### src/design/sensor_hysteresis_actuator_control_macros.svh
// Assertion macros for the sensor hysteresis actuator control block.
// Included by the modules that carry concurrent assertions; no other dependencies.
`ifndef SENSOR_HYSTERESIS_ACTUATOR_CONTROL_MACROS_SVH
`define SENSOR_HYSTERESIS_ACTUATOR_CONTROL_MACROS_SVH

// Same-cycle implication, disabled during reset
`define SHAC_ASSERT_SAME(label, clk, rst, ante, cons, msg) \
   label: assert property (@(posedge clk) disable iff (rst) (ante) |-> (cons)) \
      else $error(msg);

// Next-cycle implication, disabled during reset
`define SHAC_ASSERT_NEXT(label, clk, rst, ante, cons, msg) \
   label: assert property (@(posedge clk) disable iff (rst) (ante) |=> (cons)) \
      else $error(msg);

`endif

### src/design/shac_pkg.sv
// Package for the sensor hysteresis actuator control block: payload layouts,
// register indexes, constants and threshold clamping helpers. No dependencies.
package shac_pkg;

   localparam int REQ_DATA_W = 56;
   localparam int RSP_DATA_W = 24;
   localparam int CSR_IDX_W  = 3;
   localparam int LEVEL_W    = 6;
   localparam int TEMP10_W   = 12;

   localparam logic [7:0] ANGLE_MAX        = 8'd180;
   localparam logic [7:0] ACTION_OPEN_MIN  = 8'd170;
   localparam logic [7:0] ACTION_CLOSE_MAX = 8'd10;
   localparam logic [LEVEL_W-1:0] LEVEL_CAP = 6'd50;

   // Register indexes
   localparam logic [CSR_IDX_W-1:0] REG_TEMP_OPEN  = 3'd0;
   localparam logic [CSR_IDX_W-1:0] REG_TEMP_CLOSE = 3'd1;
   localparam logic [CSR_IDX_W-1:0] REG_LIGHT_ON   = 3'd2;
   localparam logic [CSR_IDX_W-1:0] REG_LIGHT_OFF  = 3'd3;
   localparam logic [CSR_IDX_W-1:0] REG_SOIL_ON    = 3'd4;
   localparam logic [CSR_IDX_W-1:0] REG_SOIL_OFF   = 3'd5;
   localparam logic [CSR_IDX_W-1:0] REG_GAS_ON     = 3'd6;
   localparam logic [CSR_IDX_W-1:0] REG_GAS_OFF    = 3'd7;

   // Alarm bit positions
   localparam int ALM_SOIL  = 0;
   localparam int ALM_GAS   = 1;
   localparam int ALM_TLOW  = 2;
   localparam int ALM_THIGH = 3;

   // Servo action classes
   localparam logic [1:0] ACT_OPEN   = 2'd0;
   localparam logic [1:0] ACT_CLOSED = 2'd1;
   localparam logic [1:0] ACT_HOLD   = 2'd2;

   // Input item payload, last member in the lowest bits
   typedef struct packed {
      logic [6:0]        pad;
      logic signed [9:0] servo_request;
      logic signed [1:0] lamp_request;
      logic signed [1:0] fan_request;
      logic signed [1:0] pump_request;
      logic signed [1:0] mode_request;
      logic [3:0]        temp_tenths;
      logic [7:0]        temp_whole;
      logic              temp_valid;
      logic [5:0]        gas_volt_x10;
      logic [5:0]        soil_volt_x10;
      logic [5:0]        light_volt_x10;
   } req_data_type;

   typedef struct packed {
      logic [5:0] pad;
      logic [1:0] vent_class;
      logic       manual_mode;
      logic [3:0] alarm_bits;
      logic [7:0] vent_angle;
      logic       lamp_on;
      logic       fan_on;
      logic       pump_on;
   } rsp_data_type;

   function automatic logic [LEVEL_W-1:0] cap_level(input logic [LEVEL_W-1:0] v);
      return (v > LEVEL_CAP) ? LEVEL_CAP : v;
   endfunction

   // Strict keeps off below on (off is zero when on is zero); otherwise off may equal on
   function automatic logic [LEVEL_W-1:0] fix_off(input logic [LEVEL_W-1:0] off,
                                                  input logic [LEVEL_W-1:0] on,
                                                  input logic strict);
      logic [LEVEL_W-1:0] res;
      if (strict) begin
         if (off >= on) begin
            res = (on == '0) ? '0 : on - 1'b1;
         end else begin
            res = off;
         end
      end else begin
         res = (off > on) ? on : off;
      end
      return res;
   endfunction

   function automatic logic [TEMP10_W-1:0] temp_scaled(input logic [7:0] whole,
                                                      input logic [3:0] tenths);
      return {1'b0, whole, 3'b000} + {3'b000, whole, 1'b0} + {8'd0, tenths};
   endfunction

   function automatic logic [TEMP10_W-1:0] level_x10(input logic [LEVEL_W-1:0] v);
      return {3'b000, v, 3'b000} + {5'd0, v, 1'b0};
   endfunction

   function automatic logic [1:0] action_of(input logic [7:0] angle);
      logic [1:0] res;
      if (angle >= ACTION_OPEN_MIN) begin
         res = ACT_OPEN;
      end else if (angle <= ACTION_CLOSE_MAX) begin
         res = ACT_CLOSED;
      end else begin
         res = ACT_HOLD;
      end
      return res;
   endfunction

endpackage

### src/design/sensor_hysteresis_actuator_control.sv
// Top level of the sensor hysteresis actuator control block.
// Depends on shac_pkg and sensor_hysteresis_actuator_control_macros.svh.
//
//   channel  ports                         carries
//   -------  ----------------------------  --------------------------------------
//   req      req_tvalid/tready/tdata/tuser  sensor sample or manual command
//   rsp      rsp_tvalid/tready/tdata        actuator states, alarms, mode, action
//   csr      csr_valid/ready/index/data     threshold register writes
//
// An item is registered on entry and resolved against the state when it advances
// into the result register, which presents it; one item per cycle while rsp_tready holds.
// The input stage stalls when the result register is full and not being taken;
// it advances whenever the result register is empty or being taken.
// Synchronous reset clears the state and the valid flags and loads the default
// thresholds. The csr port is always ready.
`include "sensor_hysteresis_actuator_control_macros.svh"

module sensor_hysteresis_actuator_control (
   input  logic                               clock,
   input  logic                               reset,
   input  logic                               req_tvalid,
   output logic                               req_tready,
   // light_volt_x10, soil_volt_x10, gas_volt_x10, temp_valid, temp_whole,
   // temp_tenths, mode_request, pump_request, fan_request, lamp_request,
   // servo_request, zero fill
   input  logic [shac_pkg::REQ_DATA_W-1:0]    req_tdata,
   // cmd
   input  logic                               req_tuser,
   output logic                               rsp_tvalid,
   input  logic                               rsp_tready,
   // pump_on, fan_on, lamp_on, vent_angle, alarm_bits, manual_mode,
   // vent_class, zero fill
   output logic [shac_pkg::RSP_DATA_W-1:0]    rsp_tdata,
   input  logic                               csr_valid,
   output logic                               csr_ready,
   input  logic [shac_pkg::CSR_IDX_W-1:0]     csr_index,
   input  logic [shac_pkg::LEVEL_W-1:0]       csr_data
);
   import shac_pkg::*;

   // Thresholds as written
   logic [LEVEL_W-1:0] cfg_ff [8];

   // Input stage
   logic         in_valid_ff;
   req_data_type req_ff;
   logic         cmd_ff;

   // Architectural state
   logic       mode_ff, mode_in;
   logic       pump_ff, pump_in;
   logic       fan_ff, fan_in;
   logic       lamp_ff, lamp_in;
   logic [7:0] angle_ff, angle_in;
   logic [3:0] alarm_ff, alarm_in;

   // Result register
   logic         out_valid_ff;
   rsp_data_type rsp_ff;
   rsp_data_type rsp_in;

   logic advance;

   // Thresholds as used
   logic [LEVEL_W-1:0] t_open, t_close, l_on, l_off, s_on, s_off, g_on, g_off;
   logic [TEMP10_W-1:0] t10;
   logic                gas_trip;

   assign advance    = in_valid_ff && (!out_valid_ff || rsp_tready);
   assign req_tready = !in_valid_ff || advance;
   assign csr_ready  = 1'b1;
   assign rsp_tvalid = out_valid_ff;
   assign rsp_tdata  = rsp_ff;

   always_comb begin
      t_open  = cap_level(cfg_ff[REG_TEMP_OPEN]);
      t_close = fix_off(cfg_ff[REG_TEMP_CLOSE], t_open, 1'b1);
      l_on    = cap_level(cfg_ff[REG_LIGHT_ON]);
      l_off   = fix_off(cfg_ff[REG_LIGHT_OFF], l_on, 1'b1);
      s_on    = cap_level(cfg_ff[REG_SOIL_ON]);
      s_off   = fix_off(cfg_ff[REG_SOIL_OFF], s_on, 1'b0);
      g_on    = cap_level(cfg_ff[REG_GAS_ON]);
      g_off   = fix_off(cfg_ff[REG_GAS_OFF], g_on, 1'b0);
      t10     = temp_scaled(req_ff.temp_whole, req_ff.temp_tenths);
      gas_trip = req_ff.gas_volt_x10 > g_on;
   end

   // Resolve one item against the current state
   always_comb begin
      mode_in  = mode_ff;
      pump_in  = pump_ff;
      fan_in   = fan_ff;
      lamp_in  = lamp_ff;
      angle_in = angle_ff;
      alarm_in = alarm_ff;
      if (!cmd_ff) begin
         // samples act only in auto mode
         if (!mode_ff) begin
            alarm_in = '0;
            if (req_ff.light_volt_x10 > l_on) begin
               lamp_in = 1'b1;
            end else if (req_ff.light_volt_x10 < l_off) begin
               lamp_in = 1'b0;
            end
            if (req_ff.soil_volt_x10 > s_on) begin
               pump_in = 1'b1;
               alarm_in[ALM_SOIL] = 1'b1;
            end else if (req_ff.soil_volt_x10 < s_off) begin
               pump_in = 1'b0;
            end
            if (gas_trip) begin
               fan_in = 1'b1;
               alarm_in[ALM_GAS] = 1'b1;
            end else if (req_ff.gas_volt_x10 < g_off) begin
               fan_in = 1'b0;
            end
            if (gas_trip || (fan_in && (req_ff.gas_volt_x10 >= g_off))) begin
               angle_in = ANGLE_MAX;
            end else if (req_ff.temp_valid) begin
               if (t10 <= level_x10(t_close)) begin
                  angle_in = '0;
                  alarm_in[ALM_TLOW] = 1'b1;
               end else if (t10 >= level_x10(t_open)) begin
                  angle_in = ANGLE_MAX;
                  alarm_in[ALM_THIGH] = 1'b1;
               end
            end
         end
      end else begin
         // a negative request keeps the setting
         if (!req_ff.mode_request[1]) begin
            mode_in = req_ff.mode_request[0];
         end
         if (mode_in) begin
            if (!req_ff.pump_request[1]) begin
               pump_in = req_ff.pump_request[0];
            end
            if (!req_ff.fan_request[1]) begin
               fan_in = req_ff.fan_request[0];
            end
            if (!req_ff.lamp_request[1]) begin
               lamp_in = req_ff.lamp_request[0];
            end
            if (!req_ff.servo_request[9]) begin
               if (req_ff.servo_request[8:0] > {1'b0, ANGLE_MAX}) begin
                  angle_in = ANGLE_MAX;
               end else begin
                  angle_in = req_ff.servo_request[7:0];
               end
            end
         end
      end
   end

   always_comb begin
      rsp_in              = '0;
      rsp_in.pump_on      = pump_in;
      rsp_in.fan_on       = fan_in;
      rsp_in.lamp_on      = lamp_in;
      rsp_in.vent_angle   = angle_in;
      rsp_in.alarm_bits   = alarm_in;
      rsp_in.manual_mode  = mode_in;
      rsp_in.vent_class   = action_of(angle_in);
   end

   always_ff @(posedge clock) begin
      if (reset) begin
         cfg_ff[REG_TEMP_OPEN]  <= 6'd30;
         cfg_ff[REG_TEMP_CLOSE] <= 6'd20;
         cfg_ff[REG_LIGHT_ON]   <= 6'd30;
         cfg_ff[REG_LIGHT_OFF]  <= 6'd20;
         cfg_ff[REG_SOIL_ON]    <= 6'd20;
         cfg_ff[REG_SOIL_OFF]   <= 6'd15;
         cfg_ff[REG_GAS_ON]     <= 6'd20;
         cfg_ff[REG_GAS_OFF]    <= 6'd15;
      end else if (csr_valid && csr_ready) begin
         cfg_ff[csr_index] <= csr_data;
      end
   end

   always_ff @(posedge clock) begin
      if (reset) begin
         in_valid_ff  <= 1'b0;
         out_valid_ff <= 1'b0;
         mode_ff      <= 1'b0;
         pump_ff      <= 1'b0;
         fan_ff       <= 1'b0;
         lamp_ff      <= 1'b0;
         angle_ff     <= '0;
         alarm_ff     <= '0;
      end else begin
         if (req_tready) begin
            in_valid_ff <= req_tvalid;
         end
         if (advance) begin
            out_valid_ff <= 1'b1;
            mode_ff      <= mode_in;
            pump_ff      <= pump_in;
            fan_ff       <= fan_in;
            lamp_ff      <= lamp_in;
            angle_ff     <= angle_in;
            alarm_ff     <= alarm_in;
         end else if (rsp_tready) begin
            // drop the result once taken
            out_valid_ff <= 1'b0;
         end
      end
   end

   always_ff @(posedge clock) begin
      if (req_tvalid && req_tready) begin
         req_ff <= req_data_type'(req_tdata);
         cmd_ff <= req_tuser;
      end
      if (advance) begin
         rsp_ff <= rsp_in;
      end
   end

   `SHAC_ASSERT_NEXT(a_advance_loads_rsp, clock, reset, advance, out_valid_ff,
                     "result lost after advance")
   `SHAC_ASSERT_NEXT(a_stalled_item_held, clock, reset, in_valid_ff && !advance,
                     in_valid_ff, "stalled item dropped")
   `SHAC_ASSERT_SAME(a_rsp_mode_match, clock, reset, out_valid_ff,
                     rsp_ff.manual_mode == mode_ff, "result mode differs from state")
   `SHAC_ASSERT_SAME(a_empty_stage_ready, clock, reset, !in_valid_ff, req_tready,
                     "empty input stage not ready")

endmodule
### config.mk
export PLATFORM = sky130hd
export DESIGN_NAME = sensor_hysteresis_actuator_control
export DESIGN_NICKNAME = d
export VERILOG_FILES = /design/src/design/shac_pkg.sv /design/src/design/sensor_hysteresis_actuator_control.sv
export VERILOG_INCLUDE_DIRS = /design/src /design/src/design
export SDC_FILE = /design/constraint.sdc
export NUM_CORES = 1
export LEC_CHECK = 0
export BUFFER_PORTS_ARGS = -buffer_cell sky130_fd_sc_hd__buf_2
export CAP_MARGIN = 20
export CELL_PAD_IN_SITES_DETAIL_PLACEMENT = 0
export CELL_PAD_IN_SITES_GLOBAL_PLACEMENT = 2
export CORE_MARGIN = 8
export CORE_UTILIZATION = 39
export CTS_CLUSTER_SIZE = 8
export DETAILED_ROUTE_END_ITERATION = 6
export HOLD_SLACK_MARGIN = 0.15
export PLACE_DENSITY = 0.88
export SYNTH_ARGS = -nofsm -noshare
export SYNTH_HDL_FRONTEND = slang
export SYNTH_SLANG_ARGS = --single-unit
### constraint.sdc
create_clock -name clock -period 7.7 [get_ports clock]
set_input_delay 1.54 -clock clock [delete_from_list [all_inputs] [get_ports clock]]
set_output_delay 1.54 -clock clock [all_outputs]
set_load 0.01 [all_outputs]
==> run summary, run 1 <==
Pleak: 3.91 nW
TritonCTS buffer count: 17
Global-route wire length before repair: 28700 um
Crit end category: register
Hold Path Depth: 2
#FFs+latches synth: 134
Sequential standard cell area: 3840 sq um
Synthesis warning total: 0
Post-synthesis sequential area ratio: 46.9%
RSZ-0062 raised after global routing: false
Final worst path period need: 6.72 ns
Detailed router's first-iteration violation count: 304
Worst setup path endpoint: rsp_tdata[17]
PD cells: 224 nW/um^2
WP data required: 7.85 ns
Overflow after GRT: 0
Fmax achieved: 149 MHz
Die width: 161 um
Core box area: 20800 sq um
Total power: 2.13 mW
Fin crit share: 87.3%
Reg2reg end: rsp_tdata[17]
Routed Antenna Nets: 0
Worst path depth: 27
VDD IR-drop max: 0.000120 V
Actual slew at the worst max-slew pin: 0.918 ns
Drt pass-1 iters: 4
Netlist cell types: 71
Synthesized instance count: 753
Placed cell count: 1096
Top post-synthesis cells by count: edfxtp_1 (116), ha_1 (100), nor2_1 (63), a21oi_1 (45), nand2_1 (42)
Family with the most delay on the worst path: compound AO/OA/AOI/OAI gates
Max Cap Viol: 0
R2r setup slk: 0.98 ns
Nets: 1015
# setup viols final: 0
Final instance area: 9490 sq um
Worst r2r src: cfg_ff[0][2]
Status: completed
Ranking of synthesized cells by area: edfxtp_1 (42%), ha_1 (15%), dfxtp_1 (4.4%), nor2_1 (2.9%), a21oi_1 (2.7%)
Vias per inst: 5.04
Fin cells: 1129
Number of global-route vias before repair: 5862
Clock-pin slew on the worst setup and hold paths: 0.06 ns
Routed via count: 5689
Initial antenna violation count: 0
CP Max Fanout: 12
Drt total wl: 17400 um
Post-cts hold buffer count: 0
WL per Instance: 15.4 um
Setup TNS: 0 ns
Yosys top cell by area: edfxtp_1
Crit path from: cfg_ff[0][2]
Buffers on Ports: 83
Layout cells sized above 1: 17.6%
TritonCTS clock tree: done
Fin. Hold Viols: 0
Tot GR Track Use: 13.7%
Synth-to-layout area growth: 15.7%
Worst r2r path cells: 27
CP max stage cell: o31ai_1
Fillers: 2002
Worst-Skew Late Latency: 0.42 ns
Worst EP arrival: 6.87 ns
Setup Fix Bufs, Post-CTS: 0
Synth Area per Inst: 10.9 sq um
CP Class: register to register
Antenna cell count: 0
Multi-input gate area: 4120 sq um
Post-synth top area share: 42.5%
Largest net degree at the start of global routing: 51
CTS max path bufs: 2
# clock sinks: 134
DPL Wire Length: 13000 um
Slew Limit Fails: 0
CTS root buf: clkbuf_16
Hold Crit Class: register to register
Worst clock skew: 0.0168 ns
Routability-driven placement congestion ratio: 0.812
Site row count: 53
Slowest Stage Delay on Critical Path: 0.76 ns
Post-synth EDFFs: 116
Ys flop type: edfxtp_1
Layout Utilization: 45.6%
Top-count cell post-synth: edfxtp_1
Initial Util: 39.4%
H-tree Lvls: 4
Ys async rst share: 0%
Mapped Area: 8200 sq um
Top Ports: 98
Placed cell areas: 8890 sq um
Max-slew headroom: 38.7%
DRC: 0
CP bufs+invs: 1
Post_cts resized: 0
Crit start category: register
Full die area: 25900 sq um
Die Ht: 161 um
-- how the worst min path moves through the flow --
| stage | start | to | slack (ns) |
|---|---|---|---|
| after global placement | alarm_ff[0] | alarm_ff[0] | 0.47 |
| after detailed placement | alarm_ff[0] | alarm_ff[0] | 0.49 |
| final | alarm_ff[0] | alarm_ff[0] | 0.50 |
| after floorplan | angle_ff[3] | angle_ff[3] | 0.46 |
| after global routing | angle_ff[6] | angle_ff[6] | 0.51 |
| after CTS | angle_ff[6] | angle_ff[6] | 0.50 |
-- tightest hold or removal path: stages, from the launching register on --
cell and delay, ns:
dfxtp_1 0.33, mux2i_1 0.06, nor2_1 0.07
-- cells in the final DEF, fill, tap and decap left out, types with 19 or more instances in the layout --
cell,Yosys,routed
a21oi_1,45,45
ha_1,100,100
inv_1,39,39
nor3_1,21,21
o21ai_0,32,32
nand2_1,42,42
edfxtp_1,116,116
mux2i_1,19,19
buf_2,2,83
nor2_1,63,63
-- layer usage --
| metal | track usage, % | vias up | part of all wire [%] |
|---|---|---|---|
| met1 | 17.2 | 2611 | 47 |
| li1 | - | 2963 | - |
| met4 | 4.38 | 0 | 1.3 |
| met3 | 3.51 | 18 | 4.0 |
| met5 | 0 | - | 0 |
| met2 | 22.7 | 97 | 48 |
-- registers in the layout, summed over array words and instances, names as in the netlist --
register and cells:
fan_ff 1, cmd_ff 1, cfg_ff 48, angle_ff 8
pump_ff 1, rsp_tvalid 1, req_ff 49, mode_ff 1
lamp_ff 1, in_valid_ff 1, alarm_ff 4, rsp_tdata 18
-- metrics by stage --
stage	hold WS, ns	setup slack, ns
global placement	0.474	1.05
global route	0.508	0.257
finish	0.496	0.980
CTS	0.500	0.965
floorplan	0.461	1.99
detailed placement	0.488	0.978
-- cell families (layout without fill, tap and decap cells) --
logic type	Yosys count	count (layout)	share of synthesized area, %
simple gates	245	245	15.9
compound gates	162	162	12.8
flops	134	134	46.9
fa+ha+maj	104	104	16.1
buf+inv	62	158	3.19
xor+xnor	22	22	2.35
mux	22	22	2.73
other cells	2	7	0.0916
-- area by class of cell --
class                      count  share of cell area, %
timing repair buffer          86                   4.75
sequential                   134                   40.5
clock buffer                  22                   5.00
tap                          275                   3.63
clock inverter                10                   1.11
multi-input combinational    562                   43.4
inverter                      40                   1.58
-- power by group --
group / total (mW) / switching (mW) / internal [mW]
logic: 0.473 / 0.267 / 0.206
registers: 0.870 / 0.0286 / 0.841
clock network: 0.786 / 0.288 / 0.498
No activity file was read; power rests on OpenSTA's default activity.
==> run 2, diff against run 1 <==
- ABC_CLOCK_PERIOD_IN_PS: unset -> 7700
- RECOVER_POWER: unset -> 100
==> run summary, run 2 (synthesis results as in run 1) <==
Status: complete, but fails checks
Failing checks: max-capacitance violations, max-slew violations
Worst-Skew Late Latency: 0.42 ns
Overflow after GRT: 0
Most frequent cells in the layout: edfxtp_1 (116), ha_1 (100), nor2_1 (63), buf_2 (61), a21oi_1 (46)
RSZ-0062 raised after global routing: false
# setup viols final: 0
TritonCTS buffer count: 17
Sw Share: 27.5%
Core box area: 20800 sq um
Vias per inst: 5.05
Top Ports: 98
Initial antenna violation count: 0
Slew Limit Fails: 85
Antenna cell count: 0
Sw power: 0.584 mW
H-tree Lvls: 4
Die Ht: 161 um
CP Max Fanout: 12
Clock-pin slew on the worst setup and hold paths: 0.06 ns
Hold Path Depth: 2
Synth-to-layout area growth: 14.9%
Placed cell count: 1096
Routed Antenna Nets: 0
Global-route wire length before repair: 28700 um
Worst r2r path cells: 27
Setup TNS: 0 ns
Crit start category: register
Site row count: 53
Commonest non-fill, non-tap cell in the layout: edfxtp_1
Final worst path period need: 6.83 ns
WP data required: 7.85 ns
Full die area: 25900 sq um
Max-slew headroom: -103%
Setup Fix Bufs, Post-CTS: 0
Max Cap Viol: 2
Buffers on Ports: 83
CTS max path bufs: 2
Final instance area: 9420 sq um
Largest net degree at the start of global routing: 51
Detailed router's first-iteration violation count: 304
Layout cells sized above 1: 13.5%
Hold Crit Class: register to register
Worst EP arrival: 6.98 ns
Actual slew at the worst max-slew pin: 3.04 ns
Die width: 161 um
Max reg flops: 49
Initial Util: 39.4%
CP Class: register to register
TritonCTS clock tree: done
Drt pass-1 iters: 4
Tot GR Track Use: 13.7%
Logic pwr share: 22.0%
WL per Instance: 15.4 um
Drt total wl: 17400 um
Pleak: 3.80 nW
Worst clock skew: 0.0154 ns
Post_cts resized: 0
VDD IR-drop max: 0.000120 V
Largest reg by FF count: req_ff
DPL Wire Length: 13000 um
Routed via count: 5697
DRC: 0
# clock sinks: 134
Place WS: 0.978 ns
Placed cell areas: 8890 sq um
Number of global-route vias before repair: 5862
Fmax achieved: 146 MHz
Fin crit share: 88.7%
Fin cells: 1129
Post-cts hold buffer count: 0
PD cells: 226 nW/um^2
Routability-driven placement congestion ratio: 0.812
Crit end category: register
Nets: 1015
Internal power: 1.54 mW
CTS root buf: clkbuf_16
Fin. Hold Viols: 0
Setup slack after layout: 0.870 ns
Clock share of power: 37.0%
Seq pwr share: 41.0%
[run 2: changes by cell type in the layout (fill, tap and decap cells not counted), sizes merged]
cell | previous run | this run
buf | 86 | 61
clkbuf | 22 | 47
[run 2: layer usage]
layer	global-route usage (%)	part of all wire, %
met2	22.7	47
met1	17.2	47
met3	3.51	3.9
met5	0	0
met4	4.38	1.6
[run 2: worst max-delay path, stage by stage (launching register included)]
cell and delay, ns:
edfxtp_1 0.49, or2_4 0.32, a31o_2 0.27, inv_1 0.18
ha_1 0.21, o211ai_1 0.14, o2111ai_1 0.20, o2111ai_1 0.48
o31ai_1 0.76, xnor2_1 0.14, ha_1 0.21, a21oi_1 0.19
nor2b_1 0.07, o21ai_0 0.17, nand2b_1 0.11, xnor2_1 0.14
ha_1 0.29, a21oi_1 0.13, o21ai_0 0.11, a21o_1 0.18
a21oi_1 0.18, nand3_1 0.10, o2bb2ai_1 0.27, o21ai_0 0.30
and4_1 0.34, o31a_1 0.28, nor4_4 0.23, a31oi_1 0.07
[run 2: metrics by stage]
| step | total power, mW | hold WS (ns) | utilization (%) |
|---|---|---|---|
| after detailed placement | 1.36 | 0.488 | 42.7 |
| after global routing | 2.25 | 0.508 | 45.2 |
| after global placement | 1.35 | 0.474 | 42.7 |
| final | 2.13 | 0.496 | 45.2 |
| after floorplan | 1.23 | 0.461 | - |
| after CTS | 2.15 | 0.500 | 45.5 |
[run 2: final cells by class]
type | instances | area, sq um
Clock buffer | 22 | 474
Clock inverter | 10 | 105
Fill cell | 2017 | 11400
Inverter | 40 | 150
Multi-Input combinational cell | 562 | 4110
Sequential cell | 134 | 3840
Tap cell | 275 | 344
Timing Repair Buffer | 86 | 399
[run 2: path summary, 6_finish.rpt]
path,from,slack (ns),end
max,cfg_ff[0][2],0.87,rsp_tdata[17]
min reg2reg,alarm_ff[0],0.50,alarm_ff[0]
min,alarm_ff[0],0.50,alarm_ff[0]
max reg2reg,cfg_ff[0][2],0.87,rsp_tdata[17]
[run 2: power groups by stage]
stage / Sequential [mW] / Clock (mW) / Combinational, mW
2_1_floorplan: 0.878 / 0 / 0.357
3_3_place_gp: 0.885 / 0 / 0.467
3_5_place_dp: 0.885 / 0 / 0.472
4_1_cts: 0.870 / 0.803 / 0.477
5_1_grt: 0.877 / 0.831 / 0.544
6_report: 0.871 / 0.787 / 0.467
==> run 3, diff against run 2 <==
- CAP_MARGIN: 20 -> 40
- CORE_MARGIN: 8 -> 5
==> run summary, run 3 (synthesis results as in run 1) <==
Failing checks: max-capacitance violations, max-slew violations
CTS max path bufs: 2
Antenna cell count: 0
DRC: 0
Logic pwr share: 21.1%
Slew Limit Fails: 83
Drt pass-1 iters: 5
Nets: 1015
Final worst path period need: 6.81 ns
Hold Crit Class: register to register
Setup TNS: 0 ns
Status: complete, but fails checks
Max Cap Viol: 2
Worst EP arrival: 6.96 ns
CP Class: register to register
Most frequent cells in the layout: edfxtp_1 (116), ha_1 (100), nor2_1 (63), buf_2 (61), a21oi_1 (46)
Initial Util: 39.3%
Initial antenna violation count: 0
Fmax achieved: 147 MHz
CP Max Fanout: 12
Setup Fix Bufs, Post-CTS: 0
DPL Wire Length: 12900 um
Worst hold path endpoint: alarm_ff[2]
Site row count: 53
# setup viols final: 0
TritonCTS buffer count: 17
Synth-to-layout area growth: 15.6%
Buffers on Ports: 83
Layout cells sized above 1: 13.6%
PD cells: 233 nW/um^2
RSZ-0062 raised after global routing: false
Internal power: 1.62 mW
Clock share of power: 39.5%
Setup slack after layout: 0.889 ns
Crit end category: register
VDD IR-drop max: 0.000118 V
Routed via count: 5731
Worst-Skew Late Latency: 0.41 ns
Fin. Hold Viols: 0
Worst r2r src: cfg_ff[0][2]
Hold WS: 0.495 ns
Max reg flops: 49
Layout Utilization: 45.4%
Seq pwr share: 39.3%
Detailed router's first-iteration violation count: 302
HP Start: alarm_ff[2]
Sw Share: 27.0%
H-tree Lvls: 4
Core box area: 20900 sq um
Drt total wl: 17100 um
Top Ports: 98
Number of global-route vias before repair: 5691
Vias per inst: 5.08
Tot GR Track Use: 14.6%
Reg2reg end: rsp_tdata[17]
Worst r2r path cells: 27
Place WS: 1.04 ns
Post-cts hold buffer count: 0
WL per Instance: 15.2 um
Overflow after GRT: 0
Full die area: 24000 sq um
# clock sinks: 134
Commonest non-fill, non-tap cell in the layout: edfxtp_1
Worst clock skew: 0.00884 ns
Routed Antenna Nets: 0
WP data required: 7.85 ns
Global-route wire length before repair: 28200 um
Post_cts resized: 0
R2r setup slk: 0.89 ns
Sw power: 0.598 mW
TritonCTS clock tree: done
Fin crit share: 88.5%
Largest net degree at the start of global routing: 51
Crit start category: register
Die Ht: 155 um
CTS root buf: clkbuf_16
Actual slew at the worst max-slew pin: 3.01 ns
Clock-pin slew on the worst setup and hold paths: 0.06 ns
Routability-driven placement congestion ratio: 0.799
Pleak: 3.83 nW
Max-slew headroom: -101%
Largest reg by FF count: req_ff
Die width: 155 um
Fillers: 2000
Hold Path Depth: 2
Crit path from: cfg_ff[0][2]
run 3: cell types whose count changed in the layout (fill, tap and decap cells not counted), sizes merged:
cell | previous run | this run
buf | 61 | 62
bufinv | 2 | 5
clkbuf | 47 | 42
inv | 40 | 41
run 3: critical path, cell delays in order, from the launching register on:
cell and delay [ns]:
edfxtp_1 0.49, or2_0 0.36, a31o_2 0.31, inv_1 0.19, ha_1 0.21, o211ai_1 0.14
o2111ai_1 0.19, o2111ai_1 0.44, o31ai_1 0.76, xnor2_1 0.14, ha_1 0.22, a21oi_1 0.18
nor2b_1 0.07, o21ai_0 0.15, nand2b_1 0.11, xnor2_1 0.14, ha_1 0.29, a21oi_1 0.13
o21ai_0 0.10, a21o_1 0.19, a21oi_1 0.20, nand3_1 0.12, o2bb2ai_2 0.22, o21ai_0 0.29
and4_1 0.35, o31a_1 0.28, nor4_4 0.23, a31oi_1 0.06
run 3: worst max-delay path by stage:
stage               endpoint  cells after the start
6_report       rsp_tdata[17]                     27
3_5_place_dp   rsp_tdata[17]                     27
5_1_grt        rsp_tdata[17]                     27
2_1_floorplan  rsp_tdata[17]                     28
3_3_place_gp   rsp_tdata[17]                     27
4_1_cts        rsp_tdata[17]                     27
run 3: metrics by stage:
step                instances  instance area (sq um)  total power, mW
finish                   1129                   9480             2.21
global route             1129                   9480             2.35
CTS                      1129                   9550             2.24
detailed placement       1097                   8910             1.36
global placement         1096                   8890             1.35
floorplan                 758                   8220             1.23
run 3: power groups by stage:
stage / Clock, mW / Combinational [mW] / Sequential [mW]
finish: 0.875 / 0.468 / 0.871
global route: 0.924 / 0.545 / 0.877
CTS: 0.892 / 0.479 / 0.870
detailed placement: 0 / 0.474 / 0.884
global placement: 0 / 0.468 / 0.885
floorplan: 0 / 0.357 / 0.878
run 3: area by class of cell:
cell class | instances | area [sq um] | area share [%]
clock inverters | 14 | 206 | 2.18
repair buffers | 86 | 399 | 4.21
flip-flops and latches | 134 | 3840 | 40.5
clock buffers | 18 | 429 | 4.53
well taps | 275 | 344 | 3.63
inverters | 40 | 150 | 1.58
multi-input cells | 562 | 4110 | 43.3
run 3: metal layers:
metal  global-route usage, %  wire [um]  vias to the layer above
li1                        -          -                     2956
met1                    19.3       8020                     2644
met2                    24.0       8020                      112
met3                    3.17        800                       19
met4                    4.67        292                        0
met5                       0          0                        -
